## config.mk

```make
export PLATFORM = sky130hd
export DESIGN_NAME = rgb_led_effect_generator_top
export DESIGN_NICKNAME = d
export VERILOG_FILES = /design/src/rtl/core/rgbled_pkg.sv /design/src/rtl/core/rgb_led_effect_generator_top.sv
export SDC_FILE = /design/constraint.sdc
export NUM_CORES = 1
export LEC_CHECK = 0
export ABC_AREA = 1
export BUFFER_PORTS_ARGS = -buffer_cell sky130_fd_sc_hd__buf_2
export CELL_PAD_IN_SITES_DETAIL_PLACEMENT = 0
export CELL_PAD_IN_SITES_GLOBAL_PLACEMENT = 1
export CORE_MARGIN = 2
export CORE_UTILIZATION = 40
export DETAILED_ROUTE_END_ITERATION = 12
export PLACE_DENSITY = 0.77
export SLEW_MARGIN = 20
export SYNTH_ARGS = -nofsm -noshare
export SYNTH_HDL_FRONTEND = slang
export SYNTH_SLANG_ARGS = --single-unit
export TNS_END_PERCENT = 10
```

## constraint.sdc

```tcl
create_clock -name aclk -period 8.25 [get_ports aclk]
set_input_delay 1.65 -clock aclk [delete_from_list [all_inputs] [get_ports aclk]]
set_output_delay 1.65 -clock aclk [all_outputs]
set_load 0.02 [all_outputs]
```

## src/rtl/core/rgbled_pkg.sv

```systemverilog
package rgbled_pkg;

    // Effect numbers as reported on the effect output.
    typedef enum logic [3:0] {
        EFF_OFF       = 4'd0,
        EFF_BLUE      = 4'd1,
        EFF_GB_BLINK  = 4'd2,
        EFF_RY_BLINK  = 4'd3,
        EFF_BREATH    = 4'd4,
        EFF_RGB_CYCLE = 4'd5,
        EFF_G2B       = 4'd6,
        EFF_R2B       = 4'd7,
        EFF_RFALL     = 4'd8
    } effect_t;

    // Request kinds on the cmd field.
    localparam logic CMD_TICK = 1'b0;
    localparam logic CMD_SET  = 1'b1;

    // Host mode codes.
    localparam logic [7:0] CODE_OFF       = 8'h00;
    localparam logic [7:0] CODE_BLUE      = 8'h1b;
    localparam logic [7:0] CODE_GB_BLINK  = 8'h0c;
    localparam logic [7:0] CODE_RY_BLINK  = 8'h08;
    localparam logic [7:0] CODE_BREATH    = 8'h05;
    localparam logic [7:0] CODE_RGB_CYCLE = 8'h0b;
    localparam logic [7:0] CODE_G2B       = 8'h11;
    localparam logic [7:0] CODE_R2B       = 8'h16;

    // Configuration register indexes.
    localparam int unsigned CFG_IDX_W = 3;
    localparam logic [CFG_IDX_W-1:0] REG_FAST_BLINK = 3'd0;
    localparam logic [CFG_IDX_W-1:0] REG_SLOW_BLINK = 3'd1;
    localparam logic [CFG_IDX_W-1:0] REG_CYCLE      = 3'd2;
    localparam logic [CFG_IDX_W-1:0] REG_FADE_STEP  = 3'd3;
    localparam logic [CFG_IDX_W-1:0] REG_FALL_STEP  = 3'd4;

    localparam int unsigned TICKS_W = 10;

    localparam logic [TICKS_W-1:0] FAST_BLINK_RST = 10'd150;
    localparam logic [TICKS_W-1:0] SLOW_BLINK_RST = 10'd500;
    localparam logic [TICKS_W-1:0] CYCLE_RST      = 10'd1000;
    localparam logic [TICKS_W-1:0] FADE_STEP_RST  = 10'd30;
    localparam logic [TICKS_W-1:0] FALL_STEP_RST  = 10'd50;

    localparam logic [TICKS_W-1:0] ELAPSED_MAX  = 10'd1023;
    localparam logic [TICKS_W-1:0] BREATH_LAST  = 10'd999;
    localparam logic [TICKS_W-1:0] BREATH_HALF  = 10'd500;

    localparam logic [7:0] LEVEL_FULL = 8'd255;
    localparam logic [7:0] FADE_DEC   = 8'd25;
    localparam logic [7:0] FALL_DEC   = 8'd5;

    // floor(u * 255 / 500) = floor(u * 51 / 100), done as (u * 51 * 5243) >> 19.
    // The error of the reciprocal stays far below one step for u < 500.
    localparam int unsigned BREATH_MUL_W = 19;
    localparam logic [BREATH_MUL_W-1:0] BREATH_MUL = 19'd267393;

    typedef struct packed {
        logic [7:0] red;
        logic [7:0] green;
        logic [7:0] blue;
    } rgb_t;

    function automatic logic [7:0] sub_floor(input logic [7:0] v, input logic [7:0] d);
        sub_floor = (v > d) ? (v - d) : 8'd0;
    endfunction

    function automatic logic [7:0] breath_level(input logic [TICKS_W-1:0] t);
        logic [TICKS_W-1:0]             rel;
        logic [8:0]                     u;
        logic [9+BREATH_MUL_W-1:0]      prod;
        logic [7:0]                     ramp;
        rel  = (t < BREATH_HALF) ? t : (t - BREATH_HALF);
        u    = rel[8:0];
        prod = {{BREATH_MUL_W{1'b0}}, u} * {9'd0, BREATH_MUL};
        ramp = prod[BREATH_MUL_W +: 8];
        breath_level = (t < BREATH_HALF) ? ramp : (LEVEL_FULL - ramp);
    endfunction

    function automatic rgb_t colour_of(input effect_t eff, input logic [1:0] ph,
                                       input logic [7:0] lvl, input logic [TICKS_W-1:0] t);
        rgb_t c;
        c = '0;
        case (eff)
            EFF_BLUE: c.blue = LEVEL_FULL;
            EFF_GB_BLINK: begin
                if (ph[0]) c.blue = LEVEL_FULL;
                else       c.green = LEVEL_FULL;
            end
            EFF_RY_BLINK: begin
                c.red = LEVEL_FULL;
                if (!ph[0]) c.green = LEVEL_FULL;
            end
            EFF_BREATH: c.blue = breath_level(t);
            EFF_RGB_CYCLE: begin
                if (ph == 2'd0)      c.red = LEVEL_FULL;
                else if (ph == 2'd1) c.green = LEVEL_FULL;
                else                 c.blue = LEVEL_FULL;
            end
            EFF_G2B: begin
                c.green = lvl;
                c.blue  = LEVEL_FULL - lvl;
            end
            EFF_R2B: begin
                c.red  = lvl;
                c.blue = LEVEL_FULL - lvl;
            end
            EFF_RFALL: c.red = lvl;
            default: c = '0;
        endcase
        colour_of = c;
    endfunction

endpackage

```

## src/rtl/core/rgb_led_effect_generator_top.sv

```systemverilog
// RGB LED effect generator.
// Input channel (s_valid/s_ready): each request is either a tick (s_cmd 0,
// one millisecond of effect time) or a set (s_cmd 1) that selects an effect by
// host code in s_mode_code and restarts it. Unknown codes leave all state alone.
// Result channel (m_valid/m_ready): every accepted request yields exactly one
// result with the colour and the effect number after that request.
// The result is registered: it is valid in the cycle after acceptance.
// Throughput is one request per cycle while results are taken; the effect state
// update and the colour lookup, including the single breathing multiply, sit
// between the state registers and the result register.
// When the receiver stalls, the result register holds and s_ready drops until
// the result is taken; a request is accepted in the same cycle its predecessor
// leaves. The cfg_* port writes the five timing registers at any edge with
// cfg_we high; indexes above four are ignored. Writes are meant for idle time.
// Reset (aresetn low, synchronous) selects the off effect, clears time, level
// and phase, loads the default timing registers and empties the result register.
module rgb_led_effect_generator_top (
    input  logic                              aclk,
    input  logic                              aresetn,
    input  logic                              s_valid,
    output logic                              s_ready,
    input  logic                              s_cmd,
    input  logic [7:0]                        s_mode_code,
    output logic                              m_valid,
    input  logic                              m_ready,
    output logic [7:0]                        m_red,
    output logic [7:0]                        m_green,
    output logic [7:0]                        m_blue,
    output logic [3:0]                        m_effect,
    input  logic                              cfg_we,
    input  logic [rgbled_pkg::CFG_IDX_W-1:0]  cfg_index,
    input  logic [rgbled_pkg::TICKS_W-1:0]    cfg_wdata
);
    import rgbled_pkg::*;

    logic [TICKS_W-1:0] fast_blink_reg, slow_blink_reg, cycle_reg, fade_step_reg, fall_step_reg;

    effect_t            effect_reg, effect_next;
    logic [TICKS_W-1:0] elapsed_reg, elapsed_next;
    logic [7:0]         level_reg, level_next;
    logic [1:0]         phase_reg, phase_next;

    logic               m_valid_reg, m_valid_next;
    rgb_t               rgb_reg, rgb_next;
    effect_t            m_effect_reg;

    logic               accept;
    logic [TICKS_W-1:0] elapsed_inc;
    logic [TICKS_W-1:0] limit;
    logic               due;

    assign s_ready = !m_valid_reg || m_ready;
    assign accept  = s_valid && s_ready;

    assign elapsed_inc = (elapsed_reg < ELAPSED_MAX) ? (elapsed_reg + 10'd1) : elapsed_reg;

    always_comb begin
        case (effect_reg)
            EFF_GB_BLINK:  limit = fast_blink_reg;
            EFF_RY_BLINK:  limit = slow_blink_reg;
            EFF_RGB_CYCLE: limit = cycle_reg;
            EFF_G2B:       limit = fade_step_reg;
            EFF_R2B:       limit = fade_step_reg;
            EFF_RFALL:     limit = fall_step_reg;
            default:       limit = ELAPSED_MAX;
        endcase
    end

    assign due = (elapsed_inc >= limit);

    always_comb begin
        effect_next  = effect_reg;
        elapsed_next = elapsed_reg;
        level_next   = level_reg;
        phase_next   = phase_reg;
        if (s_cmd == CMD_SET) begin
            case (s_mode_code)
                CODE_OFF:       effect_next = EFF_OFF;
                CODE_BLUE:      effect_next = EFF_BLUE;
                CODE_GB_BLINK:  effect_next = EFF_GB_BLINK;
                CODE_RY_BLINK:  effect_next = EFF_RY_BLINK;
                CODE_BREATH:    effect_next = EFF_BREATH;
                CODE_RGB_CYCLE: effect_next = EFF_RGB_CYCLE;
                CODE_G2B:       effect_next = EFF_G2B;
                CODE_R2B:       effect_next = EFF_R2B;
                default:        effect_next = effect_reg;
            endcase
            if (s_mode_code == CODE_OFF || s_mode_code == CODE_BLUE ||
                s_mode_code == CODE_GB_BLINK || s_mode_code == CODE_RY_BLINK ||
                s_mode_code == CODE_BREATH || s_mode_code == CODE_RGB_CYCLE ||
                s_mode_code == CODE_G2B || s_mode_code == CODE_R2B) begin
                elapsed_next = '0;
                level_next   = LEVEL_FULL;
                phase_next   = 2'd0;
            end
        end else begin
            elapsed_next = elapsed_inc;
            case (effect_reg)
                EFF_BREATH: begin
                    elapsed_next = (elapsed_reg >= BREATH_LAST) ? '0 : (elapsed_reg + 10'd1);
                end
                EFF_GB_BLINK, EFF_RY_BLINK: begin
                    if (due) begin
                        elapsed_next = '0;
                        phase_next   = phase_reg ^ 2'd1;
                    end
                end
                EFF_RGB_CYCLE: begin
                    if (due) begin
                        elapsed_next = '0;
                        phase_next   = (phase_reg >= 2'd2) ? 2'd0 : (phase_reg + 2'd1);
                    end
                end
                EFF_G2B, EFF_R2B: begin
                    // Fade steps only happen while there is level left; the timer keeps counting.
                    if (level_reg != 8'd0 && due) begin
                        elapsed_next = '0;
                        level_next   = sub_floor(level_reg, FADE_DEC);
                    end
                end
                EFF_RFALL: begin
                    if (due) begin
                        elapsed_next = '0;
                        if (level_reg != 8'd0) level_next = sub_floor(level_reg, FALL_DEC);
                        else                   effect_next = EFF_OFF;
                    end
                end
                default: elapsed_next = elapsed_inc;
            endcase
        end
    end

    assign rgb_next     = colour_of(effect_next, phase_next, level_next, elapsed_next);
    assign m_valid_next = accept ? 1'b1 : (m_valid_reg && !m_ready);

    always_ff @(posedge aclk) begin
        if (!aresetn) begin
            fast_blink_reg <= FAST_BLINK_RST;
            slow_blink_reg <= SLOW_BLINK_RST;
            cycle_reg      <= CYCLE_RST;
            fade_step_reg  <= FADE_STEP_RST;
            fall_step_reg  <= FALL_STEP_RST;
            effect_reg     <= EFF_OFF;
            elapsed_reg    <= '0;
            level_reg      <= 8'd0;
            phase_reg      <= 2'd0;
            m_valid_reg    <= 1'b0;
        end else begin
            if (cfg_we) begin
                case (cfg_index)
                    REG_FAST_BLINK: fast_blink_reg <= cfg_wdata;
                    REG_SLOW_BLINK: slow_blink_reg <= cfg_wdata;
                    REG_CYCLE:      cycle_reg      <= cfg_wdata;
                    REG_FADE_STEP:  fade_step_reg  <= cfg_wdata;
                    REG_FALL_STEP:  fall_step_reg  <= cfg_wdata;
                    default: ;
                endcase
            end
            if (accept) begin
                effect_reg  <= effect_next;
                elapsed_reg <= elapsed_next;
                level_reg   <= level_next;
                phase_reg   <= phase_next;
            end
            m_valid_reg <= m_valid_next;
        end
    end

    always_ff @(posedge aclk) begin
        if (accept) begin
            rgb_reg      <= rgb_next;
            m_effect_reg <= effect_next;
        end
    end

    assign m_valid  = m_valid_reg;
    assign m_red    = rgb_reg.red;
    assign m_green  = rgb_reg.green;
    assign m_blue   = rgb_reg.blue;
    assign m_effect = m_effect_reg;

    // A held result must block new requests.
    a_stall_blocks: assert property (@(posedge aclk) disable iff (!aresetn)
        (m_valid_reg && !m_ready) |-> !s_ready)
        else $error("request accepted while result is stalled");

    // Breathing time never leaves its 1000-tick period.
    a_breath_range: assert property (@(posedge aclk) disable iff (!aresetn)
        (effect_reg == EFF_BREATH) |-> (elapsed_reg <= BREATH_LAST))
        else $error("breathing time out of range");

    // The reported effect tracks the state after each request.
    a_effect_tracks: assert property (@(posedge aclk) disable iff (!aresetn)
        accept |=> (m_valid && (m_effect == effect_reg)))
        else $error("reported effect differs from state");

    // A tick while off stays dark.
    a_off_dark: assert property (@(posedge aclk) disable iff (!aresetn)
        (accept && s_cmd == CMD_TICK && effect_reg == EFF_OFF) |=>
        (m_red == 8'd0 && m_green == 8'd0 && m_blue == 8'd0 && m_effect == EFF_OFF))
        else $error("off effect produced light");

endmodule
```

==> results.toml, run 1 <==
[status]
run_status = "finished clean"

[cts]
clk-insertion-delay-late_ps = 370
clk_path_buf_depth = 2
cts.repair.resized = 0
cts_tree = "built"
cts.clk_slew.worst_paths_ps = 80
cts.htree.levels = 3
post-cts-setup-buffer-count = 0
clock_tree.root_cell = "sky130_fd_sc_hd__clkbuf_16"
post_cts_hold_buffer_count = 0
numCtsBuffers = 9
number_of_sinks_driven_by_the_clock_tree = 103

[floorplanning]
row_count = 49
top_level_ports = 57
die_footprint_um2 = 19400
initial_utilization = 0.409
core_region_area_um2 = 18000
die_h_um = 139
die_width_um = 139

[sta]
finalHoldViolations = 0
final_min_period_over_clock_period = 0.926
rsz_0062_raised_after_global_routing = "false"
finalHoldWorstSlack_ps = 459
setup_viol_count_final = 0
timing_max_transition_violations_final = 0
finalWorstPathRequiredPeriod_ps = 7640
maxClockFrequency_mhz = 131
worst-slew-pin-transition_ps = 861
slew_headroom = 0.423
fin_setup_tns_ps = 0
clock_skew_ps = 14.0

[critical_path]
arrival_ps = 7760
critical-path-slowest-cell = "sky130_fd_sc_hd__nor3_2"
critical_path.startpoint_type = "register"
r2r-start = "effect_reg[1]$_SDFFE_PN0P_"
crit_path_max_fanout = 15
crit_start = "effect_reg[1]$_SDFFE_PN0P_"
critPathTopFamily = "simple AND/OR/NAND/NOR gates"
max_stage_delay_ps = 660
critPathCaptureType = "register"
cp_common_cell = "sky130_fd_sc_hd__nand2_1"
worst-path-buf-inv = 6
timing_worst_setup_path_type = "register to register"
worst_ep_required_time_ps = 8370

[route]
detail_route.wirelength_um = 19800
viasPerCell = 5.12
drtIter0Drc = 444
detail_route.wl_per_cell_um = 14.9
dr_total_vias = 6798
first_pass_iters = 4
ant_nets = 0
remaining_drc_errors = 0

[global_route]
grt_usage = 0.208
first_global_vias = 6355
grt_first_pass_wirelength_um = 32900
grt_overflow = 0
grt_max_degree = 69
grt_antenna_before_repair = 0

[finish]
post_route_cells_drive_above_1_share = 0.111
number_of_nets_in_the_layout = 1183
n_fill_cell = 1886
final_common_cell = "sky130_fd_sc_hd__nand2_1"
area_growth_pct = 11.2
finish.utilization = 0.454
most_used_cells_in_the_layout_excluding_fill_and_tap_cells = "sky130_fd_sc_hd__nand2_1 (232), sky130_fd_sc_hd__inv_1 (142), sky130_fd_sc_hd__nor2_1 (103)"
antenna_diode_count = 0

[synthesis]
synth.yosys.seq_area_share = 0.319
ys_dominant_reg_cell = "sky130_fd_sc_hd__dfxtp_1"
syn-num-nets = 1133
synthesis.area_um2 = 7340
yosysWarnings = 0
synth-seq-cells = 103
postSynth.asyncResetShare = 0
synth_enable_flop_cells = 28
post_synth_num_cell_types = 52
postSynthAreaPerCell_um2 = 7.02
synthCells = 1045

[power]
powerDensity_nw_per_um2 = 194
leakage_nw = 3.96
vdd.ir_drop.worst_mv = 0.129
p_total_mw = 1.58

[min_path]
min_path_type = "register to register"
hp-start = "slow_blink_reg[1]$_SDFFE_PN0P_"

[job]
max_capacitance_violation_total = 0

[placed_design]
hpwl_um = 15300
port-buffer-count = 56
gp_congestion = 0.886
-- routing by layer --
layer,part of all wire,track usage
met5,0,0
met4,0.023,0.0723
met3,0.024,0.0258
met2,0.42,0.305
met1,0.53,0.312
-- stage by stage --
step	instance area, µm²	cells	worst slack (ps)
3_3_place_gp	7860	1313	791
3_5_place_dp	7860	1313	723
5_1_grt	8160	1329	14.3
6_report	8160	1329	608
2_1_floorplan	7340	1045	2030
4_1_cts	8160	1329	650
-- cells by family (layout without fill, tap and decap cells) --
group | after synthesis | after routing | synth area share
AND/OR/NAND/NOR | 442 | 442 | 0.262
buffers and inverters | 176 | 231 | 0.0919
XOR/XNOR | 20 | 20 | 0.0239
flip-flops | 103 | 103 | 0.319
AO/OA/AOI/OAI | 243 | 243 | 0.194
adder cells (fa/ha/maj) | 61 | 61 | 0.109
-- Yosys cell counts, types with 3 or more instances --
master	n	share of area
sky130_fd_sc_hd__clkinv_1	3	0.0015
sky130_fd_sc_hd__edfxtp_1	28	0.11
sky130_fd_sc_hd__o21a_1	4	0.0041
sky130_fd_sc_hd__nand2_4	5	0.0077
sky130_fd_sc_hd__inv_1	142	0.073
sky130_fd_sc_hd__a21oi_1	80	0.055
sky130_fd_sc_hd__xor2_1	19	0.023
sky130_fd_sc_hd__fa_1	5	0.014
sky130_fd_sc_hd__a22o_1	4	0.0048
sky130_fd_sc_hd__nor2_1	103	0.053
sky130_fd_sc_hd__o22ai_1	15	0.013
sky130_fd_sc_hd__nand4_1	10	0.0085
sky130_fd_sc_hd__nand2_1	232	0.12
sky130_fd_sc_hd__nand3_1	52	0.035
sky130_fd_sc_hd__dfxtp_1	75	0.20
sky130_fd_sc_hd__clkbuf_1	22	0.011
sky130_fd_sc_hd__o211ai_1	19	0.019
sky130_fd_sc_hd__o21ai_0	90	0.061
sky130_fd_sc_hd__ha_1	56	0.095
sky130_fd_sc_hd__nor2_2	5	0.0043
sky130_fd_sc_hd__inv_2	6	0.0031
sky130_fd_sc_hd__a211oi_1	3	0.0031
sky130_fd_sc_hd__nand2_2	11	0.0094
sky130_fd_sc_hd__a2111oi_0	9	0.011
sky130_fd_sc_hd__nand3b_1	5	0.0051
sky130_fd_sc_hd__nor3_1	7	0.0048
-- where the power goes --
group | switching (mW) | internal (mW) | total, mW
clock network | 0.217 | 0.221 | 0.438
registers | 0.0206 | 0.553 | 0.574
logic | 0.374 | 0.194 | 0.567
total | 0.611 | 0.968 | 1.58
-- final cells by class --
cell class | count | area, µm² | area share
timing repair buffer | 63 | 333 | 0.0408
clock inverter | 6 | 60.1 | 0.00736
clock buffer | 10 | 239 | 0.0293
tap | 229 | 287 | 0.0351
multi-input combinational | 766 | 4320 | 0.530
inverter | 152 | 576 | 0.0705
sequential | 103 | 2340 | 0.287
-- worst reg2reg max path: cells and delay by family, from the launching register on --
family / cells / cell delay (ps)
AOI/OAI and AO/OA: 2 / 750
xor gates and xnor gates: 1 / 140
adders and majority gates: 6 / 2240
buffers and inverters: 6 / 640
DFF: 1 / 390
and+or+nand+nor: 25 / 3250
-- path summary, 6_finish.rpt --
kind	slack, ps	depth (start not counted)	to
hold reg to reg	460	2	slow_blink_reg[1]$_SDFFE_PN0P_
hold / removal	460	2	slow_blink_reg[1]$_SDFFE_PN0P_
setup / recovery	610	40	m_blue[6]$_DFFE_PP_
setup reg to reg	610	40	m_blue[6]$_DFFE_PP_
Note: power is estimated with default switching activity, not from simulation.
==> run 2: changes to the inputs <==
SLEW_MARGIN = default   (was 20)
clock period = 7.2 ns   (was 8.25 ns; I/O delays follow)
==> results.toml, run 2 (same netlist as run 1, synthesis figures left out) <==
[cts]
clock_tree.root_cell = "sky130_fd_sc_hd__clkbuf_16"
clk-insertion-delay-late_ps = 360
number_of_sinks_driven_by_the_clock_tree = 103
clk_path_buf_depth = 2
cts.htree.levels = 3
post_cts_hold_buffer_count = 0
cts_tree = "built"
numCtsBuffers = 9
cts.clk_slew.worst_paths_ps = 80

[route]
first_pass_iters = 5
ant_nets = 0
drtIter0Drc = 488
detail_route.wirelength_um = 19700
detail_route.wl_per_cell_um = 14.7
dr_total_vias = 6958
viasPerCell = 5.19
remaining_drc_errors = 0

[power]
intPower_mw = 1.13
leakage_nw = 4.01
powerDensity_nw_per_um2 = 217
vdd.ir_drop.worst_mv = 0.156
switching_power_mw = 0.686
clockPowerShare = 0.275
pwr-share-seq = 0.363
power_frac_comb = 0.363
power_switching_share = 0.378

[sta]
finalHoldViolations = 0
maxClockFrequency_mhz = 151
worst-slew-pin-transition_ps = 1090
slew_headroom = 0.269
setup_viol_count_final = 0
rsz_0062_raised_after_global_routing = "false"
final_min_period_over_clock_period = 0.923
clock_skew_ps = 12.4
timing_max_transition_violations_final = 0
finalWorstPathRequiredPeriod_ps = 6640
fin_setup_tns_ps = 0

[finish]
antenna_diode_count = 0
final_standard_cell_count_with_taps_included_and_fillers_excluded = 1340
n_fill_cell = 1837
most_used_cells_in_the_layout_excluding_fill_and_tap_cells = "sky130_fd_sc_hd__nand2_1 (231), sky130_fd_sc_hd__inv_1 (140), sky130_fd_sc_hd__nor2_1 (101)"
number_of_nets_in_the_layout = 1194
final_common_cell = "sky130_fd_sc_hd__nand2_1"
area_growth_pct = 14.1
post_route_cells_drive_above_1_share = 0.135

[floorplanning]
row_count = 49
die_h_um = 139
initial_utilization = 0.409
core_region_area_um2 = 18000
die_width_um = 139
top_level_ports = 57
die_footprint_um2 = 19400

[critical_path]
critPathCaptureType = "register"
critical_path.startpoint_type = "register"
arrival_ps = 6820
cp_common_cell = "sky130_fd_sc_hd__nand2_1"
worst_ep_required_time_ps = 7380
timing.reg2reg.worst_path_depth = 34
max_stage_delay_ps = 440
crit_path_max_fanout = 15
worst-r2r-setup-slack_ps = 560
critical-path-slowest-cell = "sky130_fd_sc_hd__dfxtp_1"
timing_worst_setup_path_type = "register to register"

[status]
run_status = "finished clean"

[min_path]
holdPathStages = 2
min_path_type = "register to register"

[placed_design]
gp_congestion = 0.899
port-buffer-count = 56
placed_cells_incl_taps = 1320
hpwl_um = 15300

[global_route]
first_global_vias = 6614
grt_antenna_before_repair = 0
grt_overflow = 0
grt_usage = 0.204
grt_first_pass_wirelength_um = 32600
grt_max_degree = 69

[job]
max_capacitance_violation_total = 0
[run 2: cell types whose count changed in the layout (fill, tap and decap cells not counted), moves of 4 or more]
cell                        before  now
sky130_fd_sc_hd__dfxtp_1        75   71
sky130_fd_sc_hd__buf_4           7   17
sky130_fd_sc_hd__a2111oi_2       0    6
sky130_fd_sc_hd__dfxtp_2         0    4
sky130_fd_sc_hd__a2111oi_0       9    0
[run 2: per-layer routing]
layer / part of all wire / track usage / vias up
met1: 0.50 / 0.293 / 3193
met4: 0.015 / 0.0553 / 0
met5: 0 / 0 / -
met3: 0.039 / 0.0306 / 21
met2: 0.44 / 0.320 / 131
li1: - / - / 3613
[run 2: path summary, 6_finish.rpt]
path,endpoint,from
max reg2reg,m_blue[3]$_DFFE_PP_,elapsed_reg[3]$_SDFFE_PN0P_
min reg2reg,fast_blink_reg[5]$_SDFFE_PN0P_,fast_blink_reg[5]$_SDFFE_PN0P_
min,fast_blink_reg[5]$_SDFFE_PN0P_,fast_blink_reg[5]$_SDFFE_PN0P_
max,m_blue[3]$_DFFE_PP_,elapsed_reg[3]$_SDFFE_PN0P_
[run 2: cell type report]
cell class                 count  area (µm²)  share of cell area
clock buffer                  11         254              0.0303
clock inverter                 5        46.3             0.00553
inverter                     152         583              0.0696
multi-input combinational    766        4430               0.529
sequential                   103        2350               0.280
tap                          229         287              0.0342
timing repair buffer          74         428              0.0511
[run 2: what timing repair did]
| item | 4_1_cts | 5_1_grt |
|---|---|---|
| resized for setup | 0 | 32 |
| endpoints found under the setup margin | 0 | 8 |
| setup buffers | 0 | 4 |
[run 2: power groups by stage]
| stage | clock [mW] | combinational (mW) | sequential [mW] |
|---|---|---|---|
| floorplan | 0 | 0.458 | 0.682 |
| global placement | 0 | 0.647 | 0.670 |
| detailed placement | 0 | 0.645 | 0.670 |
| CTS | 0.509 | 0.648 | 0.657 |
| global route | 0.529 | 0.751 | 0.662 |
| finish | 0.498 | 0.658 | 0.658 |
[run 2: metrics by stage]
step,setup WS (ps),util,cell area [µm²],hold WS (ps),power [mW]
6_report,558,0.466,8370,457,1.81
5_1_grt,15.5,0.466,8370,482,1.94
4_1_cts,177,0.457,8210,461,1.81
3_5_place_dp,188,0.440,7910,441,1.31
3_3_place_gp,266,0.440,7910,439,1.32
2_1_floorplan,984,-,7340,425,1.14
[run 2: worst max-delay path, delay by kind of cell (launching register included)]
family,cells,cell delay (ps)
buffers and inverters,1,160
AO/OA/AOI/OAI,5,950
AND/OR/NAND/NOR,19,2420
adder cells (fa/ha/maj),7,2020
XOR/XNOR,2,460
flip-flops,1,440
